**src/hdl/aoeu_pkg.sv**
```systemverilog
// Shared types, constants and rounding helpers for the Adam element update.
// Used by every module of the block; depends on nothing else.
`default_nettype none

package aoeu_pkg;

    localparam int ROW_ID_BITS  = 20;
    localparam int CFG_IDX_BITS = 3;

    localparam logic [31:0] FP_ONE  = 32'h3F80_0000;
    localparam logic [31:0] FP_QNAN = 32'h7FC0_0000;

    localparam logic [31:0] RST_BETA_FIRST  = 32'h3F66_6666;
    localparam logic [31:0] RST_BETA_SECOND = 32'h3F7F_BE77;
    localparam logic [31:0] RST_STEP_SIZE   = 32'h0000_0000;
    localparam logic [31:0] RST_CORR2_ROOT  = 32'h3F80_0000;
    localparam logic [31:0] RST_EPSILON     = 32'h322B_CC77;

    typedef enum logic [CFG_IDX_BITS-1:0] {
        CFG_BETA_FIRST  = 3'd0,
        CFG_BETA_SECOND = 3'd1,
        CFG_STEP_SIZE   = 3'd2,
        CFG_CORR2_ROOT  = 3'd3,
        CFG_EPSILON     = 3'd4
    } t_cfg_idx;

    typedef enum logic [1:0] {
        FC_NUM,
        FC_ZERO,
        FC_INF,
        FC_NAN
    } t_fcls;

    // Unit latencies in pipeline stages.
    localparam int DIV_STEPS  = 26;
    localparam int SQRT_STEPS = 25;
    localparam int LAT_MUL    = 2;
    localparam int LAT_ADD    = 2;
    localparam int LAT_DIV    = DIV_STEPS + 2;
    localparam int LAT_SQRT   = SQRT_STEPS + 2;

    // Stage at which each intermediate value is ready.
    localparam int T_C   = LAT_ADD;
    localparam int T_GM  = T_C + LAT_MUL;
    localparam int T_M   = T_GM + LAT_ADD;
    localparam int T_T   = T_GM + LAT_MUL;
    localparam int T_V   = T_T + LAT_ADD;
    localparam int T_LM  = T_M + LAT_MUL;
    localparam int T_S   = T_V + LAT_SQRT;
    localparam int T_D   = T_S + LAT_DIV;
    localparam int T_DEN = T_D + LAT_ADD;
    localparam int T_U   = T_DEN + LAT_DIV;
    localparam int T_W   = T_U + LAT_ADD;

    localparam int D_MB = T_GM - LAT_MUL;
    localparam int D_VB = T_T - LAT_MUL;
    localparam int D_M  = T_W - T_M;
    localparam int D_V  = T_W - T_V;
    localparam int D_LM = T_DEN - T_LM;

    typedef struct packed {
        logic [31:0]            weight;
        logic [31:0]            moment_first;
        logic [31:0]            moment_second;
        logic [ROW_ID_BITS-1:0] row;
        logic                   write;
    } t_result;

    // Round to nearest even and pack; results below the normal range flush to
    // a signed zero; an all-ones mantissa at exponent zero gives the smallest normal.
    function automatic logic [31:0] fp_round_pack(input logic sgn,
                                                  input logic signed [9:0] ex,
                                                  input logic [23:0] mant,
                                                  input logic guard,
                                                  input logic sticky);
        logic              up;
        logic [24:0]       mr;
        logic signed [9:0] er;
        logic [31:0]       res;
        up = guard & (sticky | mant[0]);
        mr = {1'b0, mant} + {24'd0, up};
        er = ex + $signed({9'd0, mr[24]});
        if (ex == 10'sd0 && (&mant)) begin
            res = {sgn, 8'd1, 23'd0};
        end else if (ex <= 10'sd0) begin
            res = {sgn, 31'd0};
        end else if (er >= 10'sd255) begin
            res = {sgn, 8'hFF, 23'd0};
        end else begin
            res = {sgn, er[7:0], mr[22:0]};
        end
        return res;
    endfunction

    function automatic logic [31:0] fp_select(input t_fcls cls, input logic sgn,
                                              input logic [31:0] num);
        logic [31:0] res;
        case (cls)
            FC_NAN:  res = FP_QNAN;
            FC_INF:  res = {sgn, 8'hFF, 23'd0};
            FC_ZERO: res = {sgn, 31'd0};
            default: res = num;
        endcase
        return res;
    endfunction

    function automatic logic [31:0] fp_canon(input logic [31:0] x);
        logic [31:0] res;
        res = x;
        if (x[30:23] == 8'hFF && x[22:0] != 23'd0) begin
            res = FP_QNAN;
        end
        return res;
    endfunction

endpackage

`default_nettype wire

```
**src/hdl/aoeu_fadd.sv**
```systemverilog
// Two-stage single-precision adder: align and add, then normalize and round.
// Depends on aoeu_pkg for classes and rounding.
`default_nettype none

module aoeu_fadd import aoeu_pkg::*; (
    input  logic        i_clk,
    input  logic        i_en,
    input  logic [31:0] i_a,
    input  logic [31:0] i_b,
    output logic [31:0] o_y
);

    logic [7:0]  ea, eb, ebig, esml;
    logic        za, zb, ia, ib, na, nb;
    logic [30:0] mag_a, mag_b;
    logic        a_big;
    logic [23:0] mbig, msml;
    logic [7:0]  dexp;
    logic [4:0]  dcap;
    logic [53:0] wide;
    logic [26:0] abig, asml;
    t_fcls       n_cls, r_cls;
    logic        n_infs, r_infs;
    logic        n_zs, r_zs;
    logic        n_sgn, r_sgn;
    logic [27:0] n_sum, r_sum;
    logic [7:0]  n_ex, r_ex;
    logic [4:0]  lz;
    logic [26:0] sh;
    logic [23:0] mant;
    logic        guard, sticky;
    logic signed [9:0] ex2;
    logic [31:0] n_y, r_y;

    function automatic logic [4:0] lzc27(input logic [26:0] x);
        logic [4:0] n;
        n = 5'd27;
        for (int i = 0; i < 27; i++) begin
            if (x[i]) begin
                n = 5'(26 - i);
            end
        end
        return n;
    endfunction

    always_comb begin
        ea = i_a[30:23];
        eb = i_b[30:23];
        za = (ea == 8'd0);
        zb = (eb == 8'd0);
        ia = (ea == 8'hFF) && (i_a[22:0] == 23'd0);
        ib = (eb == 8'hFF) && (i_b[22:0] == 23'd0);
        na = (ea == 8'hFF) && (i_a[22:0] != 23'd0);
        nb = (eb == 8'hFF) && (i_b[22:0] != 23'd0);
        mag_a = za ? 31'd0 : i_a[30:0];
        mag_b = zb ? 31'd0 : i_b[30:0];
        a_big = (mag_a >= mag_b);
        ebig  = a_big ? mag_a[30:23] : mag_b[30:23];
        esml  = a_big ? mag_b[30:23] : mag_a[30:23];
        mbig  = a_big ? {~za, mag_a[22:0]} : {~zb, mag_b[22:0]};
        msml  = a_big ? {~zb, mag_b[22:0]} : {~za, mag_a[22:0]};
        n_sgn = a_big ? i_a[31] : i_b[31];
        dexp  = ebig - esml;
        dcap  = (dexp > 8'd26) ? 5'd27 : dexp[4:0];
        // The smaller operand keeps guard, round and sticky bits below its lsb.
        wide  = {msml, 30'd0} >> dcap;
        abig  = {mbig, 3'b000};
        asml  = {wide[53:28], wide[27] | (|wide[26:0])};
        if (i_a[31] ^ i_b[31]) begin
            n_sum = {1'b0, abig} - {1'b0, asml};
        end else begin
            n_sum = {1'b0, abig} + {1'b0, asml};
        end
        n_ex   = ebig;
        n_zs   = i_a[31] & i_b[31];
        n_infs = ia ? i_a[31] : i_b[31];
        if (na || nb || (ia && ib && (i_a[31] != i_b[31]))) begin
            n_cls = FC_NAN;
        end else if (ia || ib) begin
            n_cls = FC_INF;
        end else begin
            n_cls = FC_NUM;
        end
    end

    always_comb begin
        lz = lzc27(r_sum[26:0]);
        sh = r_sum[26:0] << lz;
        if (r_sum[27]) begin
            mant   = r_sum[27:4];
            guard  = r_sum[3];
            sticky = |r_sum[2:0];
            ex2    = $signed({2'b00, r_ex}) + 10'sd1;
        end else begin
            mant   = sh[26:3];
            guard  = sh[2];
            sticky = |sh[1:0];
            ex2    = $signed({2'b00, r_ex}) - $signed({5'd0, lz});
        end
        // An exact zero sum is negative only when both operands were negative.
        if (r_cls == FC_NUM && r_sum == 28'd0) begin
            n_y = {r_zs, 31'd0};
        end else begin
            n_y = fp_select(r_cls, r_infs, fp_round_pack(r_sgn, ex2, mant, guard, sticky));
        end
    end

    always_ff @(posedge i_clk) begin
        if (i_en) begin
            r_cls  <= n_cls;
            r_infs <= n_infs;
            r_zs   <= n_zs;
            r_sgn  <= n_sgn;
            r_sum  <= n_sum;
            r_ex   <= n_ex;
            r_y    <= n_y;
        end
    end

    assign o_y = r_y;

endmodule

`default_nettype wire

```
**config.mk**
```make
export PLATFORM = sky130hd
export DESIGN_NAME = aoeu_fadd
export DESIGN_NICKNAME = d
export VERILOG_FILES = /design/src/hdl/aoeu_pkg.sv /design/src/hdl/aoeu_fadd.sv
export SDC_FILE = /design/constraint.sdc
export NUM_CORES = 1
export LEC_CHECK = 0
export BUFFER_PORTS_ARGS = -buffer_cell sky130_fd_sc_hd__buf_2
export CORE_MARGIN = 5
export CORE_UTILIZATION = 35
export CTS_CLUSTER_SIZE = 8
export DETAILED_ROUTE_END_ITERATION = 7
export PLACE_DENSITY = 0.56
export SYNTH_ARGS = -nofsm -noshare
export SYNTH_HDL_FRONTEND = slang
export SYNTH_SLANG_ARGS = --single-unit
```
**constraint.sdc**
```tcl
create_clock -name i_clk -period 22.7 [get_ports i_clk]
set_input_delay 3.405 -clock i_clk [delete_from_list [all_inputs] [get_ports i_clk]]
set_output_delay 3.405 -clock i_clk [all_outputs]
set_load 0.1 [all_outputs]
```
== Word level (Yosys, flattened, before mapping) ==
Cells that the tools add are included.
Word-level totals
  word-level logic and storage cells: 105
  input port bits: 66
  bits in registers: 73
  output and inout bits: 32
Cells by class
  bitwise gates (word level): 7
  add/subtract/negate cells: 7
  order comparisons: 4
  reduce and logical (&&, ||, !) cells: 24
  shift operators: 2
  eq/ne operators: 6
  mux-type cells: 47
Operators with widths (count)
  31-bit 2-to-1 mux: 5
  5-bit 2-to-1 mux: 27
  32-bit case mux with 3 select lines: 1
  24-bit 2-to-1 mux: 3
  54-bit by 5-bit right shift with 54-bit output: 1
  23-bit zero test: 2
  23-bit nonzero test: 2
  32-bit 2-to-1 mux: 1
  31-bit >= comparator: 1
  27-bit by 27-bit adder with 28-bit output: 1
  28-bit zero test: 1
  28-bit 2-to-1 mux: 1
  27-bit by 27-bit subtractor with 28-bit output: 1
  27-bit OR reduction: 1
  27-bit by 5-bit << shifter with 27-bit output: 1
  24-bit by 1-bit adder with 25-bit output: 1
  24-bit AND reduction: 1
  8-bit equality test (second input constant): 2
  8-bit zero test: 2
  8-bit 2-to-1 mux: 2
  10-bit by 2-bit adder with 10-bit output: 1
  10-bit by 9-bit >= comparator with 1-bit output (second input constant): 1
  10-bit by 1-bit <= comparator with 1-bit output (second input constant): 1
  10-bit zero test: 1
  19 further kinds: 36

== Depth between registers and ports, before layout ==
Gate-level depths: netlist (run 1).
  depth in word-level cells: 40
  depth in mapped cells: 51
  gate-level depth less buffers: 44

== Worst setup path before layout (run 1) ==
OpenSTA, ideal clock, no wires.
  kind: input to register
  from: input i_a[24]
  to: register r_sum[27], data pin
  arrival: 12194 ps
  cell stages on the path: 46
  setup time: 275 ps
  required time: 22425 ps
  path buffers: 6
  setup slack: 10231 ps
  path through: clkbuf_1 nor4_1 nand2_1 clkbuf_1 clkbuf_1 and2_1 ha_1 nand4_1 nor4_2 o2111ai_1 and2_1 buf_2 nand2_4 clkbuf_1 mux2_2 ha_1 nand3b_1 o311ai_1 (+10 left out) fa_1 a21o_1 a21o_1 a21oi_1 o21bai_1 a21o_1 a21oi_1 o21bai_1 a21oi_1 o21bai_1 a31oi_1 o211ai_1 a41oi_1 nor2_1 nor3_1 nor4b_1 a2111oi_0 o21ai_0
Between the ends
  cells in the longest elaborated chain, start to end: 12
  elaborated cells on any way between the ends: 17
  classes of those cells: add/sub: 3; order compare: 2; shift: 1; mux: 7; bitwise: 2; reduce/logical: 2
Ends and longest elaborated chain
  from (decl): line aoeu_fadd.sv:8  | input logic [31:0] i_a,
  8-bit zero test: line aoeu_fadd.sv:49  | za = (ea == 8'd0);
  31-bit 2-to-1 mux: line aoeu_fadd.sv:55  | mag_a = za ? 31'd0 : i_a[30:0];
  31-bit >= comparator: line aoeu_fadd.sv:57  | a_big = (mag_a >= mag_b);
  8-bit 2-to-1 mux (on tied branches): line aoeu_fadd.sv:58, aoeu_fadd.sv:59
  8-bit subtractor: line aoeu_fadd.sv:63  | dexp = ebig - esml;
  8-bit by 5-bit > comparator with 1-bit output: line aoeu_fadd.sv:64  | dcap = (dexp > 8'd26) ? 5'd27 : dexp[4:0];
  5-bit 2-to-1 mux: line aoeu_fadd.sv:64
  54-bit by 5-bit right shift with 54-bit output: line aoeu_fadd.sv:66  | wide = {msml, 30'd0} >> dcap;
  27-bit OR reduction: line aoeu_fadd.sv:68  | asml = {wide[53:28], wide[27] | (|wide[26:0])};
  1-bit bitwise OR: line aoeu_fadd.sv:68
  27-bit by 27-bit adder with 28-bit output / 27-bit by 27-bit subtractor with 28-bit output (equally long branches): line aoeu_fadd.sv:72, aoeu_fadd.sv:70
  28-bit 2-to-1 mux *: line aoeu_fadd.sv:69  | if (i_a[31] ^ i_b[31]) begin
  via n_sum[27]: line aoeu_fadd.sv:26  | logic [27:0] n_sum, r_sum;
  to (signal assigned): line aoeu_fadd.sv:114  | r_sum <= n_sum;
  to (decl): line aoeu_fadd.sv:26
The timed path passes the listed nets; every way through them passes the cells marked *.
A chain may end at the register's enable or synchronous reset.

== Worst setup path in the final report (run 1) ==
  from: input i_a[29]
  to: register r_sum[27], data pin
Same word-level chain as after synthesis.

==> flow_summary.json, run 1 <==
{
  "hold_viol": 0,
  "die_w_um": 201,
  "end_kind": "flop",
  "max_freq_ghz": 0.0691,
  "worstSetupPathType": "in -> reg",
  "dieArea_um2": 40300,
  "cp_common_cell": "a21oi_1",
  "power_density_nw_per_um2": 70.4,
  "start_util_pct": 35.6,
  "viasPerCell": 6.21,
  "yosys_warnings": 0,
  "coreArea_um2": 35700,
  "vias": 14100,
  "synth_nets": 1954,
  "cts_max_level": 3,
  "yosys-top-cells-area": "edfxtp_1, ha_1, nand2_1",
  "r2r_slack_ps": 14520,
  "row_count": 69,
  "place_hpwl_um": 38400,
  "r2r_start": "r_sum[1]",
  "io_pins": 98,
  "grt_pass1_vias": 13300,
  "drt_iter0_drc": 1577,
  "synth-main-ff-cell": "edfxtp_1",
  "cts_setup_buffers": 0,
  "finalCritPeriodShare_pct": 63.7,
  "antenna_found_initial": 0,
  "layout-drive-gt1-share_pct": 11.0,
  "worstHoldPathCells": 1,
  "holdPathEnd": "o_y[31]",
  "arrival_ps": 14540,
  "irDropWorstVdd_uv": 35.5,
  "synth.distinct_cells": 97,
  "clk_pin_slew_ps": 50,
  "setup_viol": 0,
  "outcome": "completed",
  "drc_errors": 0,
  "place_congestion": 0.971,
  "critical_path.slowest_cell": "a222oi_1",
  "final_cell_mix": "nand2_1, nor2_1, a21oi_1",
  "critical_path.max_fanout": 24,
  "avgSynthCellArea_um2": 7.09,
  "drt-pass1-iter-count": 6,
  "routed_wl_um": 48300,
  "synth_enable_flop_cells": 73,
  "ys_seq_area_share_pct": 17.2,
  "overflow": 0,
  "pwr-share-seq_pct": 21.8,
  "die_y_um": 201,
  "synth_cells": 1795,
  "post-route-util_pct": 38.6,
  "min_from": "r_zs",
  "layout_commonest_cell": "nand2_1",
  "power.internal_uw": 479,
  "ys_async_sr_fraction_pct": 0,
  "post_cts_resized": 0,
  "cts_hold_buf": 0,
  "startpoint_type": "input port",
  "switchingPower_uw": 494,
  "yosys.area.top_type_share_pct": 17.2,
  "period_needed_ps": 14460,
  "wl_per_cell_um": 21.2,
  "grt_pass1_wl_um": 75000,
  "syn_to_final_growth_pct": 8.57,
  "track_usage_pct": 22.7,
  "yosysTopAreaCell": "edfxtp_1",
  "tritoncts": "built",
  "grt_max_degree": 74,
  "n_fill_cell": 3804,
  "p_leak_uw": 0.00563,
  "worstMarginPinSlew_ps": 1120,
  "hold_ws_ps": 546,
  "fin_tns_setup_ps": 0,
  "worstReg2RegEnd": "o_y[15]",
  "worstHoldPathType": "reg -> reg",
  "clock_latency_ps": 340,
  "slew_headroom_pct": 24.0,
  "drv_slew": 0,
  "antenna_left": 0,
  "ys_ff_latch": 73,
  "nNetsFinal": 1966,
  "syn-cell-area_um2": 12700,
  "cts.sinks": 73,
  "cts_max_path_buffers": 2,
  "rsz0062_at_grt": "false",
  "p_clk_share_pct": 15.3,
  "power_frac_comb_pct": 62.9,
  "sw_frac_of_total_pct": 50.8,
  "finClkSkew_ps": 3.46,
  "drv_cap": 0,
  "critPathRequiredTime_ps": 22780,
  "cts_buffers": 9,
  "cts_root_buffer": "clkbuf_16",
  "worstRegToRegCells": 26,
  "io_buffers": 97,
  "critPathMaxStageDelay_ps": 830
}
==> power groups by stage <==
stage	Combinational, µW	Sequential [µW]	Clock, µW
finish	612	212	148
global route	661	215	157
CTS	599	210	152
detailed placement	596	213	0
global placement	599	213	0
floorplan	416	228	0
==> critical path: cells and delay by family <==
family / cells / cell delay, ps
and+or+nand+nor: 13 / 3880
muxes: 1 / 290
AOI/OAI and AO/OA: 22 / 5570
buffers and inverters: 1 / 140
adders and majority gates: 4 / 1220
==> flip-flops by register name, summed over array words and instances (netlist names) <==
| register | flops |
|---|---|
| o_y | 32 |
| r_cls | 2 |
| r_ex | 8 |
| r_infs | 1 |
| r_sgn | 1 |
| r_sum | 28 |
| r_zs | 1 |
==> synthesized netlist by cell type, types with 6 or more instances <==
master,number
clkbuf_1,94
a32oi_1,8
o211ai_1,18
ha_1,91
nor3_1,47
o21bai_1,28
a211o_1,14
o21a_1,13
nand2_1,238
buf_1,14
nand2b_1,15
mux4_2,14
mux2i_1,27
or3_1,12
a221oi_1,11
a21boi_0,7
nor4_1,28
and2_1,17
nor2b_1,15
o221ai_1,6
xnor2_1,34
nand4_1,25
o21ai_0,136
buf_2,6
a22oi_1,9
a21oi_1,151
a21o_1,27
or2_2,8
xor2_1,20
o22ai_1,17
edfxtp_1,73
nor2_1,185
mux2_2,13
a2111oi_0,7
and3_1,21
nand3_1,67
o31ai_1,25
a31oi_1,20
inv_1,92
a311oi_1,6
o2111ai_1,6
a211oi_1,13
==> per-layer routing <==
| metal | track usage [%] | up-vias | routed length (µm) |
|---|---|---|---|
| li1 | - | 6695 | - |
| met1 | 30.3 | 6641 | 20700 |
| met2 | 37.2 | 653 | 22100 |
| met3 | 2.57 | 122 | 3050 |
| met4 | 9.69 | 0 | 2400 |
| met5 | 0 | - | 0 |
==> final cells by class <==
| cell class | instances | area, µm² | share of cell area, % |
|---|---|---|---|
| diodes | 1 | 2.50 | 0.0181 |
| flip-flops and latches | 73 | 2190 | 15.9 |
| inverters | 95 | 357 | 2.58 |
| clock inverters | 6 | 82.6 | 0.598 |
| repair buffers | 119 | 651 | 4.71 |
| clock buffers | 10 | 229 | 1.66 |
| multi-input cells | 1509 | 9720 | 70.4 |
| well taps | 461 | 577 | 4.18 |
==> cells by family after synthesis <==
logic type	count (synthesis)	synth area share (%)
flops	73	17.2
compound gates	594	30.9
xor+xnor	54	3.72
mux	55	5.84
simple gates	713	26.5
buf+inv	213	6.49
fa+ha+maj	93	9.27
==> worst max path at each step <==
stage / from / endpoint / slack [ps] / depth (start not counted)
finish: i_a[29] / r_sum[27] / 8240 / 41
global route: i_a[29] / r_sum[27] / 7300 / 42
CTS: i_a[29] / r_sum[27] / 8480 / 42
detailed placement: i_a[29] / r_sum[27] / 8140 / 42
global placement: i_a[29] / r_sum[25] / 8440 / 42
floorplan: i_a[24] / r_sum[27] / 10230 / 46
==> stage by stage <==
stage / setup WS [ps] / cell area, µm² / instances / power, µW
6_report: 8240 / 13800 / 2274 / 972
3_3_place_gp: 8440 / 13500 / 2257 / 812
3_5_place_dp: 8140 / 13500 / 2257 / 809
5_1_grt: 7300 / 13800 / 2273 / 1030
4_1_cts: 8480 / 13800 / 2273 / 962
2_1_floorplan: 10230 / 12700 / 1795 / 644
(Power assumes the default switching activity.)
==> run 2, diff against run 1 <==
PLACE_DENSITY = 0.58   (was 0.56)
clock period = 11.95 ns   (was 22.7 ns; I/O delays follow)
==> run 2 against run 1 <==
Utilization is 0.88 points higher. Critical endpoint unchanged. Register-to-register slack worse by 11000 ps. Highest routed layer unchanged. Sequential cell count did not move. Cell count up 1.3%. Critical path depth grew 2. Largest power group unchanged. Power rose by 98%. Clock skew grew 3.3 ps. Worst hold slack improved by 2.4 ps. Setup slack got worse by 7600 ps. Cell area increased by 2.3%. Die area did not move. Sequential power is 91% higher.
==> flow_summary.json, run 2 (synthesized netlist as in run 1, its figures left out) <==
{
  "die_w_um": 201,
  "cts_buffers": 9,
  "clk_pin_slew_ps": 60,
  "start_util_pct": 35.6,
  "drt-pass1-iter-count": 5,
  "holdPathEnd": "o_y[31]",
  "r2r_start": "r_sum[10]",
  "clock_latency_ps": 350,
  "finClkSkew_ps": 6.75,
  "cts_max_path_buffers": 2,
  "max_freq_ghz": 0.0883,
  "finalWorstSetupSlack_ps": 630,
  "worstReg2RegEnd": "o_y[3]",
  "largest_reg_flops": 32,
  "antenna_left": 0,
  "io_pins": 98,
  "row_count": 69,
  "worstRegToRegCells": 26,
  "overflow": 0,
  "gr-usage-met3_pct": 2.63,
  "hold_viol": 0,
  "finalCritPeriodShare_pct": 94.7,
  "critPathMaxStageDelay_ps": 450,
  "final_cell_mix": "nand2_1, nor2_1, a21oi_1",
  "cp.depth": 43,
  "finalNonFillerCells": 2303,
  "outcome": "completed",
  "antenna_cells": 0,
  "multi_input_area_um2": 9760,
  "routed_wl_um": 49200,
  "grt_use_met2_pct": 37.9,
  "place_hpwl_um": 39200,
  "setup_viol": 0,
  "cts_root_buffer": "clkbuf_16",
  "worstMarginPinSlew_ps": 1100,
  "slew_headroom_pct": 26.7,
  "dieArea_um2": 40300,
  "nNetsFinal": 1996,
  "end_kind": "flop",
  "syn_to_final_growth_pct": 11.0,
  "critPathRequiredTime_ps": 12020,
  "cp_common_cell": "o21ai_0",
  "coreArea_um2": 35700,
  "place_congestion": 0.961,
  "p_leak_uw": 0.00581,
  "min_from": "r_zs",
  "tritoncts": "built",
  "grt_most_used_layer": "met2",
  "cts.sinks": 73,
  "layout_commonest_cell": "nand2_1",
  "dp_slack_ps": 137,
  "arrival_ps": 11390,
  "wl_per_cell_um": 21.4,
  "grt_pass1_vias": 13500,
  "drv_cap": 0,
  "vias": 14300,
  "grt_max_degree": 74,
  "fin_tns_setup_ps": 0,
  "dp.cells": 2285,
  "irDropWorstVdd_uv": 70.5,
  "r2r_slack_ps": 3150,
  "worstHoldPathCells": 1,
  "viasPerCell": 6.20,
  "n_fill_cell": 3775,
  "io_buffers": 97,
  "grt_pass1_wl_um": 77300,
  "grt_use_met1_pct": 31.7,
  "antenna_found_initial": 0,
  "period_needed_ps": 11320,
  "worstHoldPathType": "reg -> reg",
  "drt_iter0_drc": 1458,
  "path_buf_inv": 3,
  "crit_family": "compound AO/OA/AOI/OAI gates",
  "power_density_nw_per_um2": 136,
  "layout-drive-gt1-share_pct": 12.8,
  "startpoint_type": "input port",
  "cts_max_level": 3,
  "worstSetupPathType": "in -> reg",
  "drv_slew": 0,
  "ff_latch_area_um2": 2190,
  "critical_path.max_fanout": 18,
  "drc_errors": 0,
  "die_y_um": 201,
  "track_usage_pct": 23.5,
  "critical_path.slowest_cell": "o21ai_0",
  "post-route-util_pct": 39.5
}
[run 2: through the flow]
stage	total power, µW	area [µm²]	hold slack (ps)
2_1_floorplan	1220	12700	523
3_5_place_dp	1570	13700	533
6_report	1930	14100	548
3_3_place_gp	1570	13700	530
4_1_cts	1900	14100	547
5_1_grt	2050	14100	570
[run 2: repair_timing]
action / 4_1_cts / 5_1_grt
hold buffers: 0 / 0
buffers inserted: 0 / 2
setup endpoints to repair: 0 / 5
gates resized for setup: 0 / 10
[run 2: how the worst max path moves through the flow]
| stage | start | end | slack, ps |
|---|---|---|---|
| 2_1_floorplan | i_a[24] | r_sum[27] | 1090 |
| 4_1_cts | i_a[30] | r_sum[27] | 450 |
| 6_report | i_a[30] | r_sum[27] | 630 |
| 5_1_grt | i_a[30] | r_sum[27] | -20 |
| 3_5_place_dp | i_a[30] | r_sum[27] | 140 |
| 3_3_place_gp | i_a[29] | r_sum[27] | 290 |
[run 2: metal layers]
metal / wire [µm] / vias up
met5: 0 / -
met3: 3010 / 118
met2: 22300 / 630
met4: 2450 / 0
li1: - / 6758
met1: 21400 / 6778
[run 2: power by group]
group / leakage, µW / switching [µW] / internal, µW
Combinational: 0.00491 / 784 / 413
Sequential: 0.000729 / 68.1 / 336
Clock: 0.000170 / 100 / 225
[run 2: final cells by class]
cell class / count / share of cell area, %
clock buffers: 11 / 1.65
clock inverters: 5 / 0.904
inverters: 95 / 2.52
multi-input cells: 1509 / 69.1
flip-flops and latches: 73 / 15.5
well taps: 461 / 4.08
repair buffers: 149 / 6.23
